===== config.mk =====
export PLATFORM = sky130hd
export DESIGN_NAME = websocket_frame_deframer
export DESIGN_NICKNAME = d
export VERILOG_FILES = /design/src/wsd_pkg.sv /design/src/websocket_frame_deframer.sv
export SDC_FILE = /design/constraint.sdc
export NUM_CORES = 1
export LEC_CHECK = 0
export ABC_AREA = 1
export BUFFER_PORTS_ARGS = -buffer_cell sky130_fd_sc_hd__buf_2
export CORE_UTILIZATION = 40
export DETAILED_ROUTE_END_ITERATION = 8
export PLACE_DENSITY_LB_ADDON = 0.05
export SYNTH_ARGS = -nofsm -noshare
export SYNTH_HDL_FRONTEND = slang
export SYNTH_SLANG_ARGS = --single-unit

===== constraint.sdc =====
create_clock -name i_clk -period 10.5 [get_ports i_clk]
set_input_delay 2.1 -clock i_clk [delete_from_list [all_inputs] [get_ports i_clk]]
set_output_delay 2.1 -clock i_clk [all_outputs]
set_load 0.05 [all_outputs]

===== src/wsd_pkg.sv =====
// Package for the WebSocket frame deframer: phase codes, result kinds,
// header constants and the result record type. No dependencies.
`timescale 1ns / 1ps

package wsd_pkg;

    // Parse phase codes
    localparam logic [2:0] PH_FIRST   = 3'd0;
    localparam logic [2:0] PH_SECOND  = 3'd1;
    localparam logic [2:0] PH_EXTLEN  = 3'd2;
    localparam logic [2:0] PH_KEY     = 3'd3;
    localparam logic [2:0] PH_PAYLOAD = 3'd4;
    localparam logic [2:0] PH_ERROR   = 3'd5;

    // Result kinds
    localparam logic [1:0] KIND_HDR = 2'd0;
    localparam logic [1:0] KIND_PAY = 2'd1;
    localparam logic [1:0] KIND_ERR = 2'd2;

    // Header field constants
    localparam logic [6:0] LEN7_EXT16 = 7'd126;
    localparam logic [6:0] LEN7_EXT64 = 7'd127;
    localparam logic [3:0] OP_BINARY  = 4'h2;
    localparam logic [3:0] OP_CLOSE   = 4'h8;

    // Header byte counter end values (count of the last byte, from zero)
    localparam logic [2:0] CNT_LAST_EXT16 = 3'd1;
    localparam logic [2:0] CNT_LAST_EXT64 = 3'd7;
    localparam logic [2:0] CNT_LAST_KEY   = 3'd3;

    typedef struct packed {
        logic [1:0]  kind;
        logic [7:0]  data;
        logic [3:0]  frame_opcode;
        logic [63:0] payload_length;
        logic        was_masked;
        logic        last;
    } t_result;

endpackage


===== src/websocket_frame_deframer.sv =====
// WebSocket frame deframer top level. Throughput: one byte per cycle while
// the skid register is empty. Each result is registered, in the output
// register or the skid register. The output register plus a one-entry skid
// register let input continue while a result waits. Reset (i_rst_n low,
// synchronous) clears the parse state to expect a first header byte and
// empties the output. Depends on wsd_pkg.
`timescale 1ns / 1ps

module websocket_frame_deframer (
    input  logic        i_clk,
    input  logic        i_rst_n,
    input  logic        i_in_valid,
    output logic        o_in_ready,
    input  logic [7:0]  i_in_byte,
    output logic        o_out_valid,
    input  logic        i_out_ready,
    output logic [1:0]  o_kind,
    output logic [7:0]  o_data,
    output logic [3:0]  o_frame_opcode,
    output logic [63:0] o_payload_length,
    output logic        o_was_masked,
    output logic        o_last
);
    import wsd_pkg::*;

    // Parse state
    logic [2:0]  r_phase,      n_phase;
    logic [2:0]  r_hdr_cnt,    n_hdr_cnt;
    logic [63:0] r_len_acc,    n_len_acc;
    logic        r_ext_long,   n_ext_long;
    logic [31:0] r_mask_key,   n_mask_key;
    logic        r_mask_on,    n_mask_on;
    logic [3:0]  r_opcode,     n_opcode;
    logic [63:0] r_remaining,  n_remaining;
    logic [1:0]  r_key_index,  n_key_index;

    // Output register and skid register
    t_result r_out, r_skid;
    logic    r_out_valid, r_skid_valid;

    logic        in_accept;
    logic        out_take;
    logic        res_valid;
    t_result     res;
    logic        hdr_fire;
    logic [63:0] hdr_len;
    logic        hdr_masked;
    logic        len_fire;
    logic [63:0] len_val;
    logic        len_masked;
    logic [6:0]  len7;
    logic [2:0]  rsv;
    logic [3:0]  op;
    logic [7:0]  key_byte;
    logic        pay_last;

    assign o_in_ready = !r_skid_valid;
    assign in_accept  = i_in_valid && o_in_ready;
    assign out_take   = r_out_valid && i_out_ready;

    assign len7     = i_in_byte[6:0];
    assign rsv      = i_in_byte[6:4];
    assign op       = i_in_byte[3:0];
    assign key_byte = r_mask_key[{~r_key_index, 3'b000} +: 8];
    assign pay_last = (r_remaining == 64'd1);

    // Next parse state and result for the byte at the input
    always_comb begin
        n_phase     = r_phase;
        n_hdr_cnt   = r_hdr_cnt;
        n_len_acc   = r_len_acc;
        n_ext_long  = r_ext_long;
        n_mask_key  = r_mask_key;
        n_mask_on   = r_mask_on;
        n_opcode    = r_opcode;
        n_remaining = r_remaining;
        n_key_index = r_key_index;
        res_valid   = 1'b0;
        res         = '0;
        len_fire    = 1'b0;
        len_val     = r_len_acc;
        len_masked  = r_mask_on;
        hdr_fire    = 1'b0;
        hdr_len     = r_len_acc;
        hdr_masked  = r_mask_on;

        case (r_phase)
            PH_ERROR: begin
                n_phase = PH_ERROR;
            end
            PH_SECOND: begin
                n_mask_on = i_in_byte[7];
                n_hdr_cnt = 3'd0;
                if (len7 == LEN7_EXT16 || len7 == LEN7_EXT64) begin
                    n_ext_long = (len7 == LEN7_EXT64);
                    n_len_acc  = 64'd0;
                    n_phase    = PH_EXTLEN;
                end else begin
                    n_len_acc  = {57'd0, len7};
                    len_fire   = 1'b1;
                    len_val    = {57'd0, len7};
                    len_masked = i_in_byte[7];
                end
            end
            PH_EXTLEN: begin
                n_len_acc = {r_len_acc[55:0], i_in_byte};
                if (r_hdr_cnt == (r_ext_long ? CNT_LAST_EXT64 : CNT_LAST_EXT16)) begin
                    len_fire   = 1'b1;
                    len_val    = {r_len_acc[55:0], i_in_byte};
                    len_masked = r_mask_on;
                end else begin
                    n_hdr_cnt = r_hdr_cnt + 3'd1;
                end
            end
            PH_KEY: begin
                n_mask_key = {r_mask_key[23:0], i_in_byte};
                if (r_hdr_cnt == CNT_LAST_KEY) begin
                    hdr_fire   = 1'b1;
                    hdr_len    = r_len_acc;
                    hdr_masked = r_mask_on;
                end else begin
                    n_hdr_cnt = r_hdr_cnt + 3'd1;
                end
            end
            PH_PAYLOAD: begin
                n_key_index          = r_key_index + 2'd1;
                n_remaining          = r_remaining - 64'd1;
                if (pay_last) begin
                    n_phase = PH_FIRST;
                end
                res_valid            = 1'b1;
                res.kind             = KIND_PAY;
                res.data             = r_mask_on ? (i_in_byte ^ key_byte) : i_in_byte;
                res.frame_opcode     = r_opcode;
                res.payload_length   = 64'd0;
                res.was_masked       = r_mask_on;
                res.last             = pay_last;
            end
            default: begin
                // First header byte: FIN, RSV and opcode checks
                if (!i_in_byte[7] || rsv != 3'd0 || (op != OP_BINARY && op != OP_CLOSE)) begin
                    n_phase          = PH_ERROR;
                    res_valid        = 1'b1;
                    res.kind         = KIND_ERR;
                    res.frame_opcode = op;
                end else begin
                    n_opcode  = op;
                    n_mask_on = 1'b0;
                    n_phase   = PH_SECOND;
                end
            end
        endcase

        // Length known: go to the key or finish the header
        if (len_fire) begin
            n_hdr_cnt = 3'd0;
            if (len_masked) begin
                n_mask_key = 32'd0;
                n_phase    = PH_KEY;
            end else begin
                hdr_fire   = 1'b1;
                hdr_len    = len_val;
                hdr_masked = 1'b0;
            end
        end

        // Header complete
        if (hdr_fire) begin
            n_remaining        = hdr_len;
            n_key_index        = 2'd0;
            n_hdr_cnt          = 3'd0;
            n_phase            = (hdr_len != 64'd0) ? PH_PAYLOAD : PH_FIRST;
            res_valid          = 1'b1;
            res.kind           = KIND_HDR;
            res.data           = 8'd0;
            res.frame_opcode   = r_opcode;
            res.payload_length = hdr_len;
            res.was_masked     = hdr_masked;
            res.last           = (hdr_len == 64'd0);
        end
    end

    // Parse state registers
    always_ff @(posedge i_clk) begin
        if (!i_rst_n) begin
            r_phase     <= PH_FIRST;
            r_hdr_cnt   <= 3'd0;
            r_len_acc   <= 64'd0;
            r_ext_long  <= 1'b0;
            r_mask_key  <= 32'd0;
            r_mask_on   <= 1'b0;
            r_opcode    <= 4'd0;
            r_remaining <= 64'd0;
            r_key_index <= 2'd0;
        end else if (in_accept) begin
            r_phase     <= n_phase;
            r_hdr_cnt   <= n_hdr_cnt;
            r_len_acc   <= n_len_acc;
            r_ext_long  <= n_ext_long;
            r_mask_key  <= n_mask_key;
            r_mask_on   <= n_mask_on;
            r_opcode    <= n_opcode;
            r_remaining <= n_remaining;
            r_key_index <= n_key_index;
        end
    end

    // Output register with one-entry skid
    always_ff @(posedge i_clk) begin
        if (!i_rst_n) begin
            r_out_valid  <= 1'b0;
            r_skid_valid <= 1'b0;
        end else if (!r_out_valid || out_take) begin
            if (r_skid_valid) begin
                r_out_valid  <= 1'b1;
                r_skid_valid <= in_accept && res_valid;
            end else begin
                r_out_valid  <= in_accept && res_valid;
                r_skid_valid <= 1'b0;
            end
        end else if (in_accept && res_valid) begin
            r_skid_valid <= 1'b1;
        end
    end

    always_ff @(posedge i_clk) begin
        if (!r_out_valid || out_take) begin
            if (r_skid_valid) begin
                r_out  <= r_skid;
                r_skid <= res;
            end else begin
                r_out <= res;
            end
        end else if (in_accept && res_valid) begin
            r_skid <= res;
        end
    end

    assign o_out_valid      = r_out_valid;
    assign o_kind           = r_out.kind;
    assign o_data           = r_out.data;
    assign o_frame_opcode   = r_out.frame_opcode;
    assign o_payload_length = r_out.payload_length;
    assign o_was_masked     = r_out.was_masked;
    assign o_last           = r_out.last;

    // Checks
    a_skid_needs_out: assert property (@(posedge i_clk) disable iff (!i_rst_n)
        r_skid_valid |-> r_out_valid)
        else $error("skid entry held without an output entry");

    a_error_sticky: assert property (@(posedge i_clk) disable iff (!i_rst_n)
        r_phase == PH_ERROR |=> r_phase == PH_ERROR)
        else $error("left the error phase without reset");

    a_payload_nonzero: assert property (@(posedge i_clk) disable iff (!i_rst_n)
        r_phase == PH_PAYLOAD |-> r_remaining != 64'd0)
        else $error("payload phase with no bytes remaining");

    a_pay_no_length: assert property (@(posedge i_clk) disable iff (!i_rst_n)
        (o_out_valid && o_kind == KIND_PAY) |-> o_payload_length == 64'd0)
        else $error("payload result carries a length");

endmodule

==> summary.txt, run 1 <==
Run status
  – Status: complete, no violations

Worst setup path
  – Peak fanout along the critical path: 83
  – Setup crit start: i_in_byte[1]
  – FF-to-FF path depth: 15
  – CP required: 10.68 ns
  – CP Data Arrival Time: 6.66 ns
  – Critical path class: primary input to flop
  – CP Capture Type: flop
  – CP startpoint kind: primary input
  – Worst R2R Start: r_phase[2]

Floorplan
  – I/O pins: 94
  – Row count: 76
  – Core ar.: 0.0432 mm²
  – Initial Utilization: 0.407
  – Die width: 212 µm
  – Die Y: between 200 and 250 µm
  – Die footprint: 0.0448 mm²

Finish
  – Cell Count, Final, Fillers Out: 3057
  – Fin nets: 2457
  – Layout cells sized above 1: 0.0850
  – Ant. Diodes: 0
  – Area Overhead vs Synth: 12.1%
  – Post-route cell area: between 0.015 and 0.02 mm²
  – Filler cells: 4451

STA
  – Min Hold Slack: 0.458 ns
  – Slew Viols, Final: 0
  – Finish-stage setup viols: 0
  – Setup_tns: 0 ns
  – Slew @ Worst Pin: slightly above 1 ns
  – Maximum operating frequency: between 150 and 200 MHz
  – Slew HR: 0.326
  – Final hold violation count: 0
  – Final setup margin: around 4 ns
  – Final Skew: 0.0212 ns
  – RSZ-0062 raised after global routing: false
  – Final period utilization: 0.617
  – Tmin final: 6.48 ns

Route
  – Wirelength, routed: 55.6 mm
  – Antenna Nets Post-Route: 0
  – DR iter-0 viols: 1246
  – Drt wl/cell: roughly 18 µm
  – Drt first pass iters: 5
  – Vias: 15700
  – Avg Vias per Cell: between 5 and 6
  – Post-route DRC: 0

Placement
  – DP HPWL: 39.6 mm
  – DP Area: 0.0184 mm²
  – Pre-CTS setup slack: approximately 3.4 ns
  – Cell count after placement: ~3000
  – GPL Wtd Cong: 0.963
  – Port Buffers: between 90 and 100

Clock network
  – Clock transition at path regs: 0.06 ns
  – CTS Root Cell: clkbuf_16
  – Post_cts resized: 0
  – CTS Buf Count: 40
  – Num Clock Sinks: 336
  – CTS tree: yes
  – H-Tree Depth: 2
  – Postcts setup bufs: 0
  – # hold bufs at CTS: 0
  – Deepest clock path buffer count: 3
  – Clock latency on the worst-skew pair: 0.57 ns

Synth
  – Yosys top cell area share: 0.273
  – Post-synth ARST share: 0
  – Area leader, netlist: edfxtp_1
  – Post-synth top cells: nand2_1 (801), inv_1 (259), nor2_1 (231)
  – Synthesized area: 0.0176 mm²
  – Sequential element share of the synthesized area: 0.474
  – Yosys reg bits: 336
  – Top FF cell, synth: dfxtp_1
  – Top cells by area, synth: edfxtp_1 (27%), dfxtp_1 (20%), nand2_1 (17%)
  – Post-Syn Nets: around 2400
  – Post-Synthesis Cells: 2409
  – Distinct cells, synth: 47
  – Top-count cell post-synth: nand2_1
  – Synth warn: 0
  – Synth Area per Inst: 7.30 µm²
  – Number of synthesized flops with an enable pin: 160

Power and ir drop
  – Pwr dens: 190 mW/mm²
  – Max VDD drop: 0.124 mV
  – Static Leak: ~9 nW

Worst hold path
  – Hold Crit Class: flop to flop
  – Hold_sp: r_opcode[2]
  – Cells on Worst Hold Path: 2

Flow run
  – Maxcap violations: 0

Global route
  – First-pass GRT wire length: 85.7 mm
  – Pin count of the biggest net entering global routing: 89
  – GRT overflow: 0
  – All-Layer GR Usage: 0.250
  – Antenna violations before repair: 0
  – Number of global-route vias before repair: 14600
==> kinds of logic (layout without fill, tap and decap cells) <==
logic type                 after synthesis  in the layout  share of synthesized area
xor gates and xnor gates                41             41                     0.0204
buffers and inverters                  381            444                     0.0871
AOI/OAI and AO/OA                      436            436                      0.134
adders and majority gates                4              4                    0.00285
and+or+nand+nor                       1211           1211                      0.282
DFF                                    336            336                      0.474
==> stage by stage <==
step                      power, mW  utilization
final                          3.75        0.456
after global routing           3.91        0.456
after CTS                      3.78        0.456
after detailed placement       2.35        0.426
after global placement         2.34        0.426
after floorplan                2.14            -
==> report_power, final <==
| part | switching, mW | leakage, nW | internal (mW) | total (mW) |
|---|---|---|---|---|
| registers | 0.0622 | 3.10 | 1.47 | 1.53 |
| clock network | 0.573 | 0.653 | 0.851 | 1.42 |
| logic | 0.592 | 5.39 | 0.200 | 0.793 |
==> area by class of cell <==
type                       instances  area (µm²)  share of cell area
timing repair buffer             105         556              0.0282
inverter                         266         998              0.0507
clock buffer                      52        1080              0.0546
multi-input combinational       1692        7750               0.394
sequential                       336        8330               0.423
clock inverter                    21         253              0.0128
tap                              585         732              0.0372
==> flip-flops by register name (all words and copies together) (netlist names), 2 cells and up <==
name and cells:
o_payload_length 64, o_frame_opcode 4, r_mask_key 32, o_data 8
r_skid 80, r_phase 3, r_len_acc 64, r_remaining 64
r_hdr_cnt 3, r_key_index 2, o_kind 2, r_opcode 4
==> cells in the final DEF, fill, tap and decap left out, types with 3 or more instances in the layout <==
cell / count
a211oi_1: 6
a21oi_1: 174
a31oi_1: 13
buf_2: 93
buf_4: 12
bufinv_16: 5
clkbuf_1: 9
clkbuf_16: 40
clkbuf_8: 3
clkinv_1: 6
clkinv_2: 6
dfxtp_1: 175
edfxtp_1: 160
ha_1: 4
inv_1: 259
inv_2: 6
nand2_1: 800
nand2_2: 8
nand2_4: 4
nand3_1: 90
nand4_1: 15
nor2_1: 228
nor2_2: 6
nor2_4: 8
nor3_1: 25
nor4_1: 11
o211ai_1: 46
o21ai_0: 159
o21ai_1: 26
o22ai_1: 5
or2_2: 4
xnor2_1: 13
xor2_1: 28
==> worst max-delay path: stages <==
cell and delay (ns):
buf_2 0.15, nand2_1 0.10, inv_1 0.05, nand2_1 0.11, nand2_2 0.10, nand2_2 0.14
nand2_4 0.11, nor2_8 0.68, a21oi_4 0.01, buf_4 0.43, inv_2 0.87, nor2_4 0.07
a21oi_1 0.20, nor2_1 0.10, a21oi_4 0.51, buf_4 0.74
==> final timing paths <==
path / to / slack [ns]
setup / recovery: r_skid[21] / 4.02
hold / removal: r_opcode[2] / 0.46
hold reg to reg: r_opcode[2] / 0.46
setup reg to reg: r_skid[21] / 4.21
==> layer usage <==
| layer | vias to the layer above | share of wire | global-route usage |
|---|---|---|---|
| met5 | - | 0 | 0 |
| li1 | 7866 | - | - |
| met2 | 360 | 0.46 | 0.403 |
| met1 | 7430 | 0.47 | 0.351 |
| met4 | 0 | 0.022 | 0.0657 |
| met3 | 70 | 0.046 | 0.0328 |
(Power assumes the default switching activity.)
==> run 2, diff against run 1 <==
Settings changed: ABC_AREA 1 to 0.
Clock period 10.5 ns to 5.8 ns, I/O delays scaled along.
==> run 2 against run 1 <==
  * Critical path type is now flop to flop
  * Critical endpoint is now r_remaining[51]
  * Largest cell class unchanged
  * Cell count shrank 32%
  * Core utilization grew 0.81 points
  * Cell area decreased by 10%
==> summary.txt, run 2 <==
Finish
  – Filler cells: 3633 (was 4451)
  – Layout cells sized above 1: 0.171 (was 0.0850)
  – Leading cell type in the layout, fill and taps excluded: dfxtp_1 (was nand2_1)
  – Ant. Diodes: 0 (unchanged)
  – Top reg by flops: r_skid (unchanged)
  – Area Overhead vs Synth: 13.3% (was 12.1%)
  – Most frequent cells in the layout: dfxtp_1 (176), edfxtp_1 (160), nand2_1 (156) (was nand2_1 (800), inv_1 (259), nor2_1 (228))
  – Cell Count, Final, Fillers Out: 2090 (was 3057)
  – Final core utilization: 0.464 (was 0.456)
  – Max FFs per register: 80 (unchanged)
  – Fin nets: 1567 (was 2457)
  – Post-route cell area: 0.0177 mm² (was 0.0197 mm²)

Clock network
  – Clock transition at path regs: 0.06 ns (about the same)
  – # hold bufs at CTS: 0 (unchanged)
  – Deepest clock path buffer count: 3 (unchanged)
  – Clock latency on the worst-skew pair: 0.56 ns (was 0.57 ns)
  – Num Clock Sinks: 336 (unchanged)
  – CTS tree: yes (unchanged)
  – Postcts setup bufs: 0 (unchanged)
  – Post_cts resized: 0 (unchanged)
  – CTS Root Cell: clkbuf_16 (unchanged)
  – CTS Buf Count: 38 (was 40)
  – H-Tree Depth: 2 (unchanged)

Synth
  – Yosys top cell area share: 0.308 (was 0.273)
  – Top FF cell, synth: dfxtp_1 (unchanged)
  – Post-Synthesis Cells: 1509 (was 2409)
  – Sequential element share of the synthesized area: 0.534 (was 0.474)
  – Number of synthesized flops with an enable pin: 160 (unchanged)
  – Synth Area per Inst: 10.3 µm² (was 7.30 µm²)
  – Area leader, netlist: edfxtp_1 (unchanged)
  – Post-synth ARST share: 0 (unchanged)
  – Synthesized area: 0.0156 mm² (was 0.0176 mm²)
  – Post-synth top cells: dfxtp_1 (176), edfxtp_1 (160), nand2_1 (156) (was nand2_1 (801), inv_1 (259), nor2_1 (231))
  – Yosys reg bits: 336 (unchanged)
  – Top-count cell post-synth: dfxtp_1 (was nand2_1)
  – Synth warn: 0 (unchanged)
  – Top cells by area, synth: edfxtp_1 (31%), dfxtp_1 (23%), mux2_2 (4.8%) (was edfxtp_1 (27%), dfxtp_1 (20%), nand2_1 (17%))
  – Post-Syn Nets: 1525 (was 2425)
  – Distinct cells, synth: 68 (was 47)

Worst setup path
  – R2R Path End: r_remaining[51] (was r_skid[21])
  – CP cell instances: nor3b_2, o211ai_1, nand3_1, nand2_1, buf_4, o211ai_1, o21ai_0 (was buf_2, nand2_1, inv_1, nand2_1, nand2_2, nand2_2, nand2_4, nor2_8, a21oi_4, buf_4, inv_2, nor2_4, a21oi_1, nor2_1, a21oi_4, buf_4)
  – CP required: 6.19 ns (was 10.68 ns)
  – End of the critical path: r_remaining[51] (was r_skid[21])
  – CP Capture Type: flop (unchanged)
  – Peak fanout along the critical path: 17 (was 83)
  – Setup crit start: r_phase[0] (was i_in_byte[1])
  – Worst R2R Start: r_phase[0] (was r_phase[2])
  – CP startpoint kind: flop (was primary input)
  – CP Data Arrival Time: 4.14 ns (was 6.66 ns)
  – CP peak stage delay: 0.67 ns (was 0.87 ns)
  – CP most frequent cell: o211ai_1
  – Slowest-stage cell, CP: nor3b_2 (was inv_2)
  – Flop2flop setup slack: 2.05 ns (was 4.21 ns)
  – Critical path class: flop to flop (was primary input to flop)
  – FF-to-FF path depth: 7 (was 15)

Floorplan
  – Die footprint: 0.0398 mm² (was 0.0448 mm²)
  – Die Y: 199 µm (was 212 µm)
  – Core ar.: 0.0380 mm² (was 0.0432 mm²)
  – I/O pins: 94 (unchanged)
  – Die width: 199 µm (was 212 µm)
  – Row count: 71 (was 76)
  – Initial Utilization: 0.410 (was 0.407)

Route
  – Top Metal Used: met4 (unchanged)
  – Avg Vias per Cell: 5.86 (was 5.14)
  – Vias: 12200 (was 15700)
  – Routed wire length on met2: 19.9 mm (was 25.7 mm)
  – Antenna Nets Post-Route: 0 (unchanged)
  – Drt first pass iters: 5 (unchanged)
  – Met3 wire len: 2.21 mm (was 2.55 mm)
  – Drt wl/cell: 21.5 µm (was 18.2 µm)
  – Post-route DRC: 0 (unchanged)
  – Met1 wire length: 21.7 mm (was 26.1 mm)
  – Wirelength, routed: 44.9 mm (was 55.6 mm)
  – DR iter-0 viols: 918 (was 1246)

STA
  – Slew Viols, Final: 0 (unchanged)
  – Final hold violation count: 0 (unchanged)
  – RSZ-0062 raised after global routing: false (unchanged)
  – Final Skew: 0.0209 ns (was 0.0212 ns)
  – Setup_tns: 0 ns (unchanged)
  – Tmin final: 3.75 ns
  – Slew HR: 0.213 (was 0.326)
  – Slew @ Worst Pin: 1.16 ns (was 1.01 ns)
  – Maximum operating frequency: 267 MHz
  – Finish-stage setup viols: 0 (unchanged)
  – Final period utilization: 0.646

Worst hold path
  – Hold Crit Class: flop to flop (unchanged)

Power and ir drop
  – Static Leak: 6.35 nW (was 9.14 nW)
  – Pwr dens: 382 mW/mm² (was 190 mW/mm²)
  – Max VDD drop: 0.177 mV (was 0.124 mV)
  – Tot Pwr: 6.75 mW (was 3.75 mW)

Placement
  – Port Buffers: 93 (unchanged)
  – DP HPWL: 29.2 mm (was 39.6 mm)
  – Cell count after placement: 2022 (was 2984)
  – DP Area: 0.0165 mm² (was 0.0184 mm²)
  – GPL Wtd Cong: 0.866 (was 0.963)

Flow run
  – Maxcap violations: 0 (unchanged)

Global route
  – All-Layer GR Usage: 0.226 (was 0.250)
  – Pin count of the biggest net entering global routing: 82 (was 89)
  – Number of global-route vias before repair: 11200 (was 14600)
  – GRT overflow: 0 (unchanged)
  – First-pass GRT wire length: 68.8 mm (was 85.7 mm)
  – Antenna violations before repair: 0 (unchanged)

Run status
  – Status: complete, no violations (unchanged)
## run 2: cell types whose count changed after synthesis, sizes merged, moves of 75 or more
cell   delta
a21oi    -97
inv     -251
nand2   -656
nand3    -75
nor2    -175
nor2b    +78
o21ai    -82
## run 2: layout make-up
class / count / area (µm²) / area share
clock buffer: 52 / 1030 / 0.0586
clock inverter: 16 / 144 / 0.00815
inverter: 14 / 53.8 / 0.00305
multi-input combinational: 1045 / 6820 / 0.386
sequential: 336 / 8330 / 0.472
tap: 511 / 639 / 0.0362
timing repair buffer: 116 / 641 / 0.0363
## run 2: cell families after synthesis
kind of cell,after synthesis,share of synthesized area
buffers and inverters,128,0.0325
flip-flops,336,0.534
XOR/XNOR,9,0.00506
adder cells (fa/ha/maj),4,0.00321
AND/OR/NAND/NOR,498,0.168
multiplexers,78,0.0618
AO/OA/AOI/OAI,456,0.195
## run 2: worst max-delay path, delay by kind of cell (launching register included)
family | cells | cell delay (ns)
AO/OA/AOI/OAI | 3 | 0.82
flip-flops | 1 | 0.59
buffers and inverters | 1 | 0.46
AND/OR/NAND/NOR | 3 | 1.70
## run 2: power by group
part / internal, mW / switching [mW] / leakage (nW)
clock network: 1.34 / 0.979 / 0.574
registers: 2.62 / 0.0882 / 3.07
logic: 0.550 / 1.17 / 2.71
## run 2: worst min path at each step
stage	from	end	slack [ns]	depth (start not counted)
global placement	r_mask_key[29]	r_mask_key[29]	0.44	2
finish	r_mask_key[26]	r_mask_key[26]	0.45	2
floorplan	r_mask_key[24]	r_mask_key[24]	0.43	2
CTS	r_mask_key[30]	r_mask_key[30]	0.45	2
global route	r_mask_key[29]	r_mask_key[29]	0.46	2
detailed placement	r_mask_key[30]	r_mask_key[30]	0.45	2
## run 2: per-layer routing
metal | GRT usage | up-vias
li1 | - | 5759
met1 | 0.337 | 6047
met2 | 0.334 | 366
met3 | 0.0348 | 73
met4 | 0.0673 | 0
met5 | 0 | -
## run 2: through the flow
| step | worst slack (ns) | hold WS [ns] |
|---|---|---|
| floorplan | 1.06 | 0.433 |
| global placement | 1.79 | 0.439 |
| detailed placement | 1.62 | 0.447 |
| CTS | 2.14 | 0.455 |
| global route | 1.82 | 0.465 |
| finish | 2.05 | 0.453 |
